===== src/rtl/mpb_pkg.sv =====
// shared types and constants for the midi pitch bend parser
`default_nettype none

package mpb_pkg;

  localparam int unsigned VALUE_W = 10;
  localparam int unsigned BEND_W  = 16;
  localparam int unsigned CHAN_W  = 5;
  localparam int unsigned SEL_W   = 5;
  localparam int unsigned RAW_W   = 14;
  localparam int unsigned CFG_IDX_W = 1;

  localparam logic [CFG_IDX_W-1:0] CFG_CHANNEL_SELECT = 1'b0;
  localparam logic [CFG_IDX_W-1:0] CFG_RAW_OUTPUT     = 1'b1;

  localparam logic [SEL_W-1:0] SEL_OMNI     = 5'd0;
  localparam logic [SEL_W-1:0] SEL_MAX      = 5'd16;
  localparam logic [3:0]       KIND_BEND    = 4'hE;
  localparam logic [4:0]       KIND_REALTIME = 5'b11111;

  localparam logic [15:0] ROUND_BIAS = 16'd4095;
  localparam logic [15:0] DIVISOR    = 16'd8191;
  localparam logic [15:0] DIVISOR_X2 = 16'd16382;
  localparam logic [15:0] CLAMP_MAG  = 16'd16384;

  typedef struct packed {
    logic [BEND_W-1:0] bend_value;
    logic [CHAN_W-1:0] channel_number;
    logic              channel_valid;
  } result_t;

endpackage

`default_nettype wire


===== src/rtl/midi_pitch_bend_parser_core.sv =====
// top level: midi pitch bend message parser with selectable channel
// path: a value is registered in the input register on acceptance; its result
//   is registered in the output register once that is free and is presented from it
// throughput: one input value per cycle; the input register advances
//   whenever the output register is free or being drained
// reset: async active low, clears valid flags and configuration, returns parser state to omni
`default_nettype none

module midi_pitch_bend_parser_core (
  input  wire logic                          clk_i,
  input  wire logic                          rst_ni,

  input  wire logic                          cfg_we_i,
  input  wire logic [mpb_pkg::CFG_IDX_W-1:0] cfg_idx_i,
  input  wire logic [mpb_pkg::SEL_W-1:0]     cfg_data_i,

  input  wire logic                          in_valid_i,
  output logic                               in_ready_o,
  input  wire logic signed [mpb_pkg::VALUE_W-1:0] in_value_i,

  output logic                               out_valid_o,
  input  wire logic                          out_ready_i,
  output logic signed [mpb_pkg::BEND_W-1:0]  bend_value_o,
  output logic [mpb_pkg::CHAN_W-1:0]         channel_number_o,
  output logic                               channel_valid_o
);

  logic [mpb_pkg::SEL_W-1:0] channel_select_q;
  logic                      raw_output_q;

  logic                        s1_valid_q;
  logic [mpb_pkg::VALUE_W-1:0] s1_value_q;
  logic                        s1_adv;
  logic                        s1_fire;

  logic [mpb_pkg::SEL_W-1:0] applied_sel_q, applied_sel_d;
  logic                      omni_q, omni_d;
  logic [3:0]                listen_q, listen_d;
  logic                      matched_q, matched_d;
  logic                      held_q, held_d;
  logic [6:0]                low_q, low_d;

  logic                      emit;
  logic [mpb_pkg::BEND_W-1:0] bend_scaled;
  logic [mpb_pkg::RAW_W-1:0]  bend_raw;

  mpb_pkg::result_t result_d;
  mpb_pkg::result_t result_q;
  logic             out_valid_q, out_valid_d;

  // configuration registers
  always_ff @(posedge clk_i or negedge rst_ni) begin
    if (!rst_ni) begin
      channel_select_q <= '0;
      raw_output_q     <= 1'b0;
    end else if (cfg_we_i) begin
      case (cfg_idx_i)
        mpb_pkg::CFG_CHANNEL_SELECT: channel_select_q <= cfg_data_i;
        mpb_pkg::CFG_RAW_OUTPUT:     raw_output_q     <= cfg_data_i[0];
        default: ;
      endcase
    end
  end

  // input register
  assign s1_adv     = !out_valid_q || out_ready_i;
  assign s1_fire    = s1_valid_q && s1_adv;
  assign in_ready_o = !s1_valid_q || s1_adv;

  always_ff @(posedge clk_i or negedge rst_ni) begin
    if (!rst_ni) begin
      s1_valid_q <= 1'b0;
    end else if (in_ready_o) begin
      s1_valid_q <= in_valid_i;
    end
  end

  always_ff @(posedge clk_i) begin
    if (in_ready_o && in_valid_i) begin
      s1_value_q <= in_value_i;
    end
  end

  // parser step
  always_comb begin
    applied_sel_d = applied_sel_q;
    omni_d        = omni_q;
    listen_d      = listen_q;
    matched_d     = matched_q;
    held_d        = held_q;
    low_d         = low_q;
    emit          = 1'b0;

    if (s1_fire && !s1_value_q[9]) begin
      if ((channel_select_q != applied_sel_q) && (channel_select_q <= mpb_pkg::SEL_MAX)) begin
        applied_sel_d = channel_select_q;
        if (channel_select_q == mpb_pkg::SEL_OMNI) begin
          omni_d = 1'b1;
        end else begin
          omni_d   = 1'b0;
          listen_d = 4'(channel_select_q - 5'd1);
        end
      end

      if (s1_value_q[8]) begin
        matched_d = 1'b0;
        held_d    = 1'b0;
      end else if (s1_value_q[7]) begin
        if (s1_value_q[7:3] == mpb_pkg::KIND_REALTIME) begin
          // realtime bytes leave running status alone
        end else if (s1_value_q[7:4] == mpb_pkg::KIND_BEND) begin
          if (omni_d) begin
            listen_d = s1_value_q[3:0];
          end
          matched_d = omni_d || (listen_d == s1_value_q[3:0]);
          held_d    = 1'b0;
        end else begin
          matched_d = 1'b0;
          held_d    = 1'b0;
        end
      end else if (held_q) begin
        emit   = 1'b1;
        held_d = 1'b0;
      end else if (matched_q) begin
        low_d  = s1_value_q[6:0];
        held_d = 1'b1;
      end
    end
  end

  always_ff @(posedge clk_i or negedge rst_ni) begin
    if (!rst_ni) begin
      applied_sel_q <= '0;
      omni_q        <= 1'b1;
      listen_q      <= '0;
      matched_q     <= 1'b0;
      held_q        <= 1'b0;
      low_q         <= '0;
    end else begin
      applied_sel_q <= applied_sel_d;
      omni_q        <= omni_d;
      listen_q      <= listen_d;
      matched_q     <= matched_d;
      held_q        <= held_d;
      low_q         <= low_d;
    end
  end

  assign bend_raw = {s1_value_q[6:0], low_q};

  mpb_bend_scale u_scale (
    .bend_raw_i   (bend_raw),
    .raw_output_i (raw_output_q),
    .bend_value_o (bend_scaled)
  );

  always_comb begin
    result_d.bend_value     = bend_scaled;
    result_d.channel_number = omni_d ? ({1'b0, listen_d} + 5'd1) : '0;
    result_d.channel_valid  = omni_d;
  end

  // output register
  always_comb begin
    out_valid_d = out_valid_q;
    if (s1_fire) begin
      out_valid_d = emit;
    end else if (out_ready_i) begin
      out_valid_d = 1'b0;
    end
  end

  always_ff @(posedge clk_i or negedge rst_ni) begin
    if (!rst_ni) begin
      out_valid_q <= 1'b0;
    end else begin
      out_valid_q <= out_valid_d;
    end
  end

  always_ff @(posedge clk_i) begin
    if (emit) begin
      result_q <= result_d;
    end
  end

  assign out_valid_o      = out_valid_q;
  assign bend_value_o     = result_q.bend_value;
  assign channel_number_o = result_q.channel_number;
  assign channel_valid_o  = result_q.channel_valid;

  // checks
  a_held_needs_match: assert property (@(posedge clk_i) disable iff (!rst_ni)
    held_q |-> matched_q)
    else $error("low byte held without matched status");

  a_omni_channel: assert property (@(posedge clk_i) disable iff (!rst_ni)
    (out_valid_o && channel_valid_o) |-> (channel_number_o != 5'd0))
    else $error("omni result without channel number");

  a_single_channel: assert property (@(posedge clk_i) disable iff (!rst_ni)
    (out_valid_o && !channel_valid_o) |-> (channel_number_o == 5'd0))
    else $error("channel number reported outside omni mode");

  a_bend_range: assert property (@(posedge clk_i) disable iff (!rst_ni)
    out_valid_o |-> ((bend_value_o >= -16'sd16384) && (bend_value_o <= 16'sd16384)))
    else $error("bend value out of range");

endmodule

`default_nettype wire


===== src/rtl/mpb_bend_scale.sv =====
// raw or normalized q1.14 bend from a 14-bit pitch bend word
`default_nettype none

module mpb_bend_scale (
  input  wire logic [mpb_pkg::RAW_W-1:0]  bend_raw_i,
  input  wire logic                       raw_output_i,
  output logic      [mpb_pkg::BEND_W-1:0] bend_value_o
);

  logic        neg;
  logic [13:0] dev;
  logic [13:0] mag;
  logic [15:0] mag_x2;
  logic [15:0] biased;
  logic [15:0] q_mag;
  logic [15:0] scaled;

  // signed offset from center is the word with its top bit flipped
  assign neg    = ~bend_raw_i[13];
  assign dev    = {~bend_raw_i[13], bend_raw_i[12:0]};
  assign mag    = neg ? (14'd0 - dev) : dev;
  assign mag_x2 = {1'b0, mag, 1'b0};
  assign biased = mag_x2 + mpb_pkg::ROUND_BIAS;

  // 16384/8191 = 2 + 2/8191, so the quotient is 2|d| plus a small correction
  always_comb begin
    q_mag = mag_x2;
    if (biased >= mpb_pkg::DIVISOR) begin
      q_mag = q_mag + 16'd1;
    end
    if (biased >= mpb_pkg::DIVISOR_X2) begin
      q_mag = q_mag + 16'd1;
    end
    if (neg && (q_mag > mpb_pkg::CLAMP_MAG)) begin
      q_mag = mpb_pkg::CLAMP_MAG;
    end
    scaled = neg ? (16'd0 - q_mag) : q_mag;
  end

  assign bend_value_o = raw_output_i ? {2'b00, bend_raw_i} : scaled;

endmodule

`default_nettype wire


===== config.mk =====
export PLATFORM = sky130hd
export DESIGN_NAME = midi_pitch_bend_parser_core
export DESIGN_NICKNAME = d
export VERILOG_FILES = /design/src/rtl/mpb_pkg.sv /design/src/rtl/midi_pitch_bend_parser_core.sv /design/src/rtl/mpb_bend_scale.sv
export SDC_FILE = /design/constraint.sdc
export NUM_CORES = 1
export LEC_CHECK = 0
export ABC_CLOCK_PERIOD_IN_PS = 5600
export CELL_PAD_IN_SITES_DETAIL_PLACEMENT = 1
export CELL_PAD_IN_SITES_GLOBAL_PLACEMENT = 1
export CORE_MARGIN = 5
export CORE_UTILIZATION = 46
export CTS_BUF_LIST = sky130_fd_sc_hd__clkbuf_2 sky130_fd_sc_hd__clkbuf_4 sky130_fd_sc_hd__clkbuf_8
export CTS_CLUSTER_SIZE = 20
export DETAILED_ROUTE_END_ITERATION = 10
export DONT_BUFFER_PORTS = 1
export PLACE_DENSITY_LB_ADDON = 0.3
export SLEW_MARGIN = 40
export SYNTH_ARGS = -nofsm -noshare
export SYNTH_HDL_FRONTEND = slang
export SYNTH_SLANG_ARGS = --single-unit

===== constraint.sdc =====
create_clock -name clk_i -period 5.6 [get_ports clk_i]
set_input_delay 0 -clock clk_i [delete_from_list [all_inputs] [get_ports clk_i]]
set_output_delay 0 -clock clk_i [all_outputs]
set_load 0.05 [all_outputs]

==> impl_metrics.ini, run 1 <==
[global_route]
first_global_vias = 4847
busiest_layer = met2
grt_use_total_pct = 26.9
gr-usage-met3_pct = 6.50
antenna_found_initial = 0
grt.overflow.total = 0
grt_max_degree = 29
grt_pass1_wl_um = 26500
met2_usage_pct = 46.3
grtUsageMet1_pct = 31.5

[floorplanning]
ioPinCount = 45
dieHeight_um = 111
dieWidth_um = 111
design.die.area_um2 = 12300
rows = 36
start_util_pct = 47.5
core-area_um2 = 9860

[drt]
vias_per_cell = 6.44
drt_iter0_markers = 336
drtAntennaViolNets = 0
vias = 4667
drc_errors = 0
wl_per_cell_um = 23.7
wirelength_um = 17200
firstDrtPassIters = 5

[timing]
finalSetupViolCount = 0
fmax_mhz = 182
post-route-min-period_ps = 5490
relSlewSlack_pct = 50.1
tightest_slew_ps = 748
min_period_over_period_pct = 98.1
clock-skew-final_ps = 13.3
hold_violations = 0
finalWorstSetupSlack_ps = 106
drv_slew = 0

[worst_setup_path]
crit_fanout = 12
cp.required_ps = 5700
endpoint_kind = flip-flop
worstSetupPathType = flip-flop to flip-flop
slowest_delay_ps = 540
worstPathArrival_ps = 5600
cp-start-kind = flip-flop
critPathSlowestCell = or4bb_1
crit_chain = buf_4 > or4bb_1 > o211ai_1 > nor3_1 > xnor2_1 > a31oi_1 > nor4_2 > a21oi_2 > nand2_2 > ha_4 > nand4_1 > nor3_2 > a31oi_4 > mux2i_2 > a22oi_2 > nand4_2 > nand2_1 > nand2_1 > ha_2 > inv_2 > nor3_1 > a221oi_2 > xnor2_1 > mux2_4

[clock_network]
clock_tree.buffer_depth = 2
tritoncts = done
cts_max_level = 3
cts_sinks = 59
cts.clk_slew.worst_paths_ps = 70
insertion_delay_ps = 350
cts_buffers = 9
clockRootBuffer = clkbuf_8

[outcome]
status = finished clean

[cells_and_area]
instances_no_fill = 725
num_antenna_cells = 0
final_layout_size_suffix_gt1_share_pct = 23.8
syn_to_final_growth_pct = 22.7
fin_util_pct = 58.3
layout_commonest_cell = buf_4
nNetsFinal = 616
final_cell_mix = buf_4, nand2_1, nor2_1

[place]
place_inst = 661
dp_hpwl_um = 11200
routabilityCongestion = 0.940
io_buffers = 0
place_ws_ps = -17.6

[synthesis]
postSynthCellCount = 525
yosys_warnings = 0
avgSynthCellArea_um2 = 8.93
synth_edf_count = 32
synthFlopType = edfxtp_1
syn_area_um2 = 4690
synthArstFlopShare_pct = 45.8
ys_types = 82
ys_seq_area_share_pct = 34.9
synth_fp_nets = 554
ys_seq_elements = 59

[hold_path]
hp-class = input port to flip-flop

[power_and_ir_drop]
cellLeakagePower_nw = 2.23
power_mw = 1.92
ir_drop_v = 0.000239
p_per_area_nw_per_um2 = 333

[job]
cap_viol_max_count = 0
-- logic make-up after synthesis --
logic type,synth area share [%]
simple gates,25.0
compound gates,20.6
flops,34.9
buf+inv,4.38
xor+xnor,8.84
mux,4.16
fa+ha+maj,2.14
-- report_power, final --
group / switching, mW / internal (mW)
Clock: 0.182 / 0.311
Sequential: 0.0622 / 0.519
Combinational: 0.488 / 0.355
-- cells in the mapped netlist, drive strengths merged, types with 4 or more instances --
master	number	area, µm²
xor2	14	123
nor3	23	115
nand3	12	60.1
or4	4	33.8
a31oi	10	75.1
xnor2	29	292
o31a	4	35.0
o21ai	28	140
nor2	51	191
clkbuf	21	78.8
o31ai	7	66.3
and3	5	31.3
o211ai	9	81.3
nor3b	8	60.1
ha	8	100
or2	4	25.0
nand2b	7	43.8
o22ai	8	50.1
mux2i	6	60.1
nor2b	4	25.0
nand4	11	75.1
nor4	7	95.1
dfrtp	26	651
inv	17	63.8
a22oi	4	30.0
or3	5	36.3
edfxtp	32	961
a21oi	16	83.8
buf	11	62.6
nand2	58	218
a211oi	4	30.0
and2	5	31.3
o21a	4	30.0
mux2	12	135
-- final timing paths --
path	slack (ps)	to	from	cells after the start
worst max-delay path	110	bend_value_o[8]	low_q[2]	24
worst min-delay path	70	out_valid_o	out_ready_i	2
worst max register to register	110	bend_value_o[8]	low_q[2]	24
worst min register to register	520	applied_sel_q[2]	applied_sel_q[2]	2
max in group asynchronous	5250	omni_q	rst_ni	2
min in group asynchronous	120	low_q[2]	rst_ni	2
-- metrics by stage --
| stage | setup TNS [ps] | cell area, µm² | hold WS [ps] |
|---|---|---|---|
| 6_report | 0 | 5750 | 67.9 |
| 5_1_grt | -173 | 5750 | 75.4 |
| 4_1_cts | 0 | 5560 | 25.3 |
| 3_5_place_dp | -17.6 | 5030 | -295 |
| 3_3_place_gp | 0 | 5030 | -295 |
| 2_1_floorplan | 0 | 4760 | -296 |
-- timing repair --
item	CTS	global route
setup buffers	4	20
endpoints found under the hold margin	44	0
gates resized for setup	1	13
endpoints found under the setup margin	1	4
hold buffers	24	0
pin swaps	3	20
-- metal layers --
metal,wire (µm),share of wire [%]
met5,0,0
met4,704,4.1
met3,1030,6.0
met2,8690,50
met1,6790,39
-- cell type report --
class | count | area, µm²
Sequential cell | 59 | 1640
Clock buffer | 11 | 145
Fill cell | 1103 | 4110
Multi-Input combinational cell | 417 | 2940
Timing Repair Buffer | 83 | 691
Tap cell | 133 | 166
Inverter | 17 | 66.3
Clock inverter | 5 | 100
-- state kept, by name, indices dropped and copies added, names as in the netlist --
register and flops:
omni_q 1, raw_output_q 1, held_q 1, low_q 7, out_valid_o 1, bend_value_o 16, applied_sel_q 5, channel_select_q 5
channel_valid_o 1, matched_q 1, channel_number_o 5, s1_value_q 10, s1_valid_q 1, listen_q 4
-- worst max-delay path, delay by kind of cell (launching register included) --
family	cells	cell delay, ps
AOI/OAI and AO/OA	6	1300
xor gates and xnor gates	2	300
adders and majority gates	2	390
buffers and inverters	2	320
DFF	1	490
muxes	2	500
and+or+nand+nor	10	1920
Note: power is estimated with default switching activity, not from simulation.
==> run 2, diff against run 1 <==
--- a/config.mk
+++ b/config.mk
@@ -9,7 +9,7 @@
 export CELL_PAD_IN_SITES_DETAIL_PLACEMENT = 1
 export CELL_PAD_IN_SITES_GLOBAL_PLACEMENT = 1
 export CORE_MARGIN = 5
-export CORE_UTILIZATION = 46
+export CORE_UTILIZATION = 45
 export CTS_BUF_LIST = sky130_fd_sc_hd__clkbuf_2 sky130_fd_sc_hd__clkbuf_4 sky130_fd_sc_hd__clkbuf_8
 export CTS_CLUSTER_SIZE = 20
 export DETAILED_ROUTE_END_ITERATION = 10
==> run 2 against run 1 <==
Effect of this change: die area grew 2.0%; cell count up 0.41%; register-to-register slack got worse by 100 ps; final area about the same; clock power is 15% lower; first-iteration DRC count increased by 13%.
==> impl_metrics.ini, run 2 (synthesis results as in run 1) <==
[outcome]
status = finished clean

[timing]
post-route-min-period_ps = 5600
finalSetupViolCount = 0
holdWs_ps = 25.6
tightest_slew_ps = 787
grt_setup_unrepaired = yes
clock-skew-final_ps = 9.69
drv_slew = 0
fmax_mhz = 179
hold_violations = 0
tns_ps = 0
relSlewSlack_pct = 47.4
min_period_over_period_pct = 99.9

[clock_network]
insertion_delay_ps = 350
cts_sinks = 59
cts_max_level = 3
clockRootBuffer = clkbuf_8
tritoncts = done
cts_buffers = 9
clock_tree.buffer_depth = 2
cts.clk_slew.worst_paths_ps = 80

[floorplanning]
start_util_pct = 45.8
dieHeight_um = 112
ioPinCount = 45
design.die.area_um2 = 12600
dieWidth_um = 112
core-area_um2 = 10200
rows = 37

[drt]
drt_iter0_markers = 379
wl_per_cell_um = 24.1
firstDrtPassIters = 7
drtAntennaViolNets = 0
drc_errors = 0
vias = 4700
wirelength_um = 17500
vias_per_cell = 6.46

[cells_and_area]
num_antenna_cells = 0
nNetsFinal = 616
final_layout_size_suffix_gt1_share_pct = 24.5
final_cell_mix = buf_4, nand2_1, nor2_1
reg_top3 = bend_value_o (16), s1_value_q (10), low_q (7)
top_register = bend_value_o
largest_reg_flops = 16
finalInstanceArea_um2 = 5760
layout_commonest_cell = buf_4
fin_util_pct = 56.3
syn_to_final_growth_pct = 22.9

[hold_path]
hp-class = input port to flip-flop

[power_and_ir_drop]
p_per_area_nw_per_um2 = 320
ir_drop_v = 0.000203
power_mw = 1.84
cellLeakagePower_nw = 2.23

[worst_setup_path]
slowest_delay_ps = 450
path_buf_inv = 3
cp_top_family = simple AND/OR/NAND/NOR gates
critPathSlowestCell = dfrtp_2
cp.required_ps = 5710
worstPathArrival_ps = 5710
worstSetupPathType = flip-flop to flip-flop
cp-start-kind = flip-flop
endpoint_kind = flip-flop
crit_fanout = 7

[global_route]
antenna_found_initial = 1
grt_max_degree = 29
grt_use_total_pct = 27.1
first_global_vias = 4911
grt_pass1_wl_um = 27000
grt.overflow.total = 0

[place]
dp_hpwl_um = 11400
io_buffers = 0
dpl_cell_area_um2 = 5030
routabilityCongestion = 0.963

[job]
cap_viol_max_count = 0
run 2: what timing repair did:
action,CTS,global route
buffers inserted,8,17
hold buffers,24,0
endpoints found under the setup margin,4,7
gates resized for setup,6,15
hold endpoints to repair,44,0
pin swaps,6,19
run 2: final cells by class:
type / count / area, µm²
fill: 1173 / 4470
multi-input combinational: 417 / 2980
sequential: 59 / 1640
timing repair buffer: 83 / 693
tap: 136 / 170
clock buffer: 12 / 153
inverter: 17 / 66.3
clock inverter: 4 / 51.3
run 2: stage by stage:
step           worst slack [ps]  cells
5_1_grt                    -186    728
2_1_floorplan              10.4    525
4_1_cts                    3.14    711
3_5_place_dp               -137    663
3_3_place_gp                130    663
6_report                   3.43    728
run 2: path summary, 6_finish.rpt:
path                             start              end  slack, ps  cells past startpoint
min reg2reg                     held_q           held_q        510                      2
min in group asynchronous       rst_ni      listen_q[3]        130                      2
max reg2reg                   low_q[0]  bend_value_o[8]          3                     26
max in group asynchronous       rst_ni           omni_q       5230                      2
min                        out_ready_i      out_valid_o         30                      2
max                           low_q[0]  bend_value_o[8]          3                     26
run 2: where the power goes:
group,switching [mW],internal (mW),total (mW)
registers,0.0626,0.518,0.581
logic,0.495,0.348,0.843
clock network,0.190,0.228,0.418
run 2: per-layer routing:
layer / share of wire, % / global-route usage (%)
met1: 39 / 32.1
met2: 51 / 47.7
met3: 6.0 / 5.50
met4: 4.1 / 11.4
met5: 0.051 / 0
run 2: worst register-to-register path, cell delays in order (launching register included):
cell and delay (ps):
dfrtp_2 450, inv_4 80, ha_4 180, or3b_4 420, or4_4 440, a21oi_2 180
o211ai_1 140, xnor2_1 180, nor4_2 360, a21oi_2 120, nand2_2 90, ha_4 150
nand4_1 230, nor3_2 310, a31oi_4 180, mux2i_1 180, a22oi_2 250, nand4_2 120
nand2_1 90, nand2_1 60, ha_2 240, inv_2 80, nor3_2 40, a221oi_2 260
buf_4 190, xnor2_2 70, mux2_4 270
==> run 3, diff against run 2 <==
--- a/config.mk
+++ b/config.mk
@@ -18,4 +18,5 @@
 export SLEW_MARGIN = 40
 export SYNTH_ARGS = -nofsm -noshare
 export SYNTH_HDL_FRONTEND = slang
+export SYNTH_HIERARCHICAL = 1
 export SYNTH_SLANG_ARGS = --single-unit
==> run 3 against run 2 <==
Effect of this change: clock power about the same; sequential cell count unchanged; cell count is 0.69% lower; synthesized cell count decreased by 2.3%; maximum frequency decreased by 1.9%; wire length fell by 13%; synthesized area is 1.7% higher; highest routed layer is now met4; combinational power is 93% higher; utilization is 0.76 points higher; the run now ends with negative setup slack left; register-to-register slack got worse by 110 ps; via count fell by 7.6%; critical path type unchanged; first-iteration DRC count decreased by 38%.
==> impl_metrics.ini, run 3 <==
[cells_and_area]
largest_reg_flops = 16
syn_to_final_growth_pct = 23.5
reg_top3 = bend_value_o (16), s1_value_q (10), low_q (7)
num_antenna_cells = 0
final_layout_size_suffix_gt1_share_pct = 26.7
layout_commonest_cell = buf_4
top_register = bend_value_o
n_fill_cell = 1137
finalInstanceArea_um2 = 5890
final_cell_mix = buf_4, nand2_1, nor2_1
instances_no_fill = 723
fin_util_pct = 57.0
nNetsFinal = 611

[synthesis]
ys_seq_area_share_pct = 34.4
synth_edf_count = 32
synthArstFlopShare_pct = 45.8
postSynthCellCount = 513
yosys_warnings = 6
synth_top_cell_by_area = edfxtp_1
ys_seq_elements = 59
synthFlopType = edfxtp_1
synth_common_cells = nand2_1, nor2_1, edfxtp_1
yosysTopAreaCellShare_pct = 20.2
avgSynthCellArea_um2 = 9.29
syn_area_um2 = 4770
synthTopCellsByArea = edfxtp_1, dfrtp_1, xnor2_1
synth_fp_nets = 542
yosysMostFrequentCell = nand2_1
ys_types = 92

[worst_setup_path]
endpoint_kind = flip-flop
cp.required_ps = 5710
worstReg2RegEnd = bend_value_o[10]
critPathSlowestCell = or4b_4
slowest_delay_ps = 460
cp_top_family = compound AO/OA/AOI/OAI gates
cp-start-kind = flip-flop
reg2reg_slack_ps = -110
r2r_start = low_q[1]
crit_fanout = 4
worstSetupPathType = flip-flop to flip-flop
path_buf_inv = 5
worstPathArrival_ps = 5810
ff2ff_path_depth = 29

[power_and_ir_drop]
power_frac_comb_pct = 60.5
cellLeakagePower_nw = 2.19
seqPwrFrac_pct = 24.0
ir_drop_v = 0.000210
power.share.switching_pct = 45.9
p_per_area_nw_per_um2 = 459
internal_power_mw = 1.46
p_clk_share_pct = 15.5
p_sw_mw = 1.24

[drt]
firstDrtPassIters = 5
vias_per_cell = 6.01
wirelength_um = 15200
drtAntennaViolNets = 0
drt_iter0_markers = 235
wl_per_cell_um = 21.0
drc_errors = 0
vias = 4344

[hold_path]
hp-class = input port to flip-flop
min_from = cfg_idx_i
hold_end = channel_select_q[3]
hold_depth = 2

[clock_network]
clock_tree.buffer_depth = 2
tritoncts = done
cts_buffers = 9
cts.clk_slew.worst_paths_ps = 90
insertion_delay_ps = 360
cts_sinks = 59
clockRootBuffer = clkbuf_8
cts_max_level = 3

[floorplanning]
dieWidth_um = 113
core-area_um2 = 10300
start_util_pct = 46.2
dieHeight_um = 113
rows = 37
design.die.area_um2 = 12800
ioPinCount = 45

[timing]
min_period_over_period_pct = 102
clock-skew-final_ps = 21.8
tightest_slew_ps = 704
finalWorstSetupSlack_ps = -107
post-route-min-period_ps = 5710
hold_violations = 0
fmax_mhz = 175
finalSetupViolCount = 5
relSlewSlack_pct = 52.9
drv_slew = 0
tns_ps = -319
grt_setup_unrepaired = yes

[place]
place_inst = 671
dpl_cell_area_um2 = 5250
routabilityCongestion = 0.911
place_ws_ps = -131
io_buffers = 0
dp_hpwl_um = 11100

[global_route]
grt_max_degree = 28
grt_pass1_wl_um = 24300
grt_use_total_pct = 23.9
antenna_found_initial = 0
grt.overflow.total = 0
first_global_vias = 4643

[outcome]
status = complete, but fails checks
violations = negative setup slack

[job]
cap_viol_max_count = 0
## run 3: cell types whose count changed in the layout (fill, tap and decap cells not counted), sizes merged, moves of 4 or more
| cell | change |
|---|---|
| or2 | +5 |
| o31ai | -4 |
| nor2b | +5 |
| a21oi | +4 |
| o21ai | +6 |
| nand2 | -4 |
| nor3 | -4 |
| o2111ai | +4 |
| nand4 | -8 |
| nor2 | -14 |
| or3 | -4 |
| and2 | +7 |
| nor3b | -5 |
| o21a | +5 |
## run 3: power groups by stage
stage	registers (mW)	clock network (mW)	logic (mW)
CTS	0.647	0.425	1.55
finish	0.650	0.419	1.63
global placement	0.651	0	1.46
global route	0.663	0.450	1.77
detailed placement	0.655	0	1.51
floorplan	0.622	0	1.12
## run 3: kinds of logic (layout without fill, tap and decap cells)
group / count (synthesis) / after routing / share of synthesized area [%]
AND/OR/NAND/NOR: 198 / 198 / 23.2
AO/OA/AOI/OAI: 140 / 140 / 23.0
flip-flops: 59 / 59 / 34.4
XOR/XNOR: 44 / 44 / 8.24
buffers and inverters: 41 / 115 / 3.83
multiplexers: 23 / 23 / 5.22
adder cells (fa/ha/maj): 8 / 8 / 2.10
## run 3: what timing repair did
| item | CTS | global route |
|---|---|---|
| setup buffers | 3 | 9 |
| hold buffers | 24 | 0 |
| resized for setup | 8 | 17 |
| hold endpoints to repair | 44 | 0 |
| setup endpoints to repair | 3 | 6 |
| pin swaps | 9 | 16 |
## run 3: worst max path at each step
stage | from | slack [ps] | depth (start not counted) | end
floorplan | low_q[0] | -340 | 29 | bend_value_o[12]
global placement | low_q[1] | 70 | 27 | bend_value_o[12]
detailed placement | low_q[1] | -130 | 28 | bend_value_o[12]
CTS | low_q[0] | 8 | 29 | bend_value_o[14]
global route | low_q[1] | -300 | 29 | bend_value_o[10]
finish | low_q[1] | -110 | 29 | bend_value_o[10]
## run 3: layout make-up
type,instances,area [µm²],area share [%]
Multi-Input combinational cell,413,3100,52.7
Inverter,16,67.6,1.15
Clock buffer,9,124,2.10
Tap cell,136,170,2.89
Clock inverter,7,76.3,1.30
Sequential cell,59,1640,27.8
Timing Repair Buffer,83,708,12.0
## run 3: through the flow
| stage | hold slack [ps] | power, mW |
|---|---|---|
| 2_1_floorplan | -296 | 1.74 |
| 5_1_grt | 55.9 | 2.88 |
| 6_report | 48.0 | 2.70 |
| 4_1_cts | 25.1 | 2.62 |
| 3_5_place_dp | -295 | 2.16 |
| 3_3_place_gp | -295 | 2.11 |
## run 3: layer usage
layer / up-vias / global-route usage [%] / wire length (µm)
li1: 2056 / - / -
met2: 89 / 42.0 / 7600
met3: 23 / 3.05 / 459
met4: 0 / 7.21 / 308
met1: 2176 / 30.6 / 6810
met5: - / 0 / 0
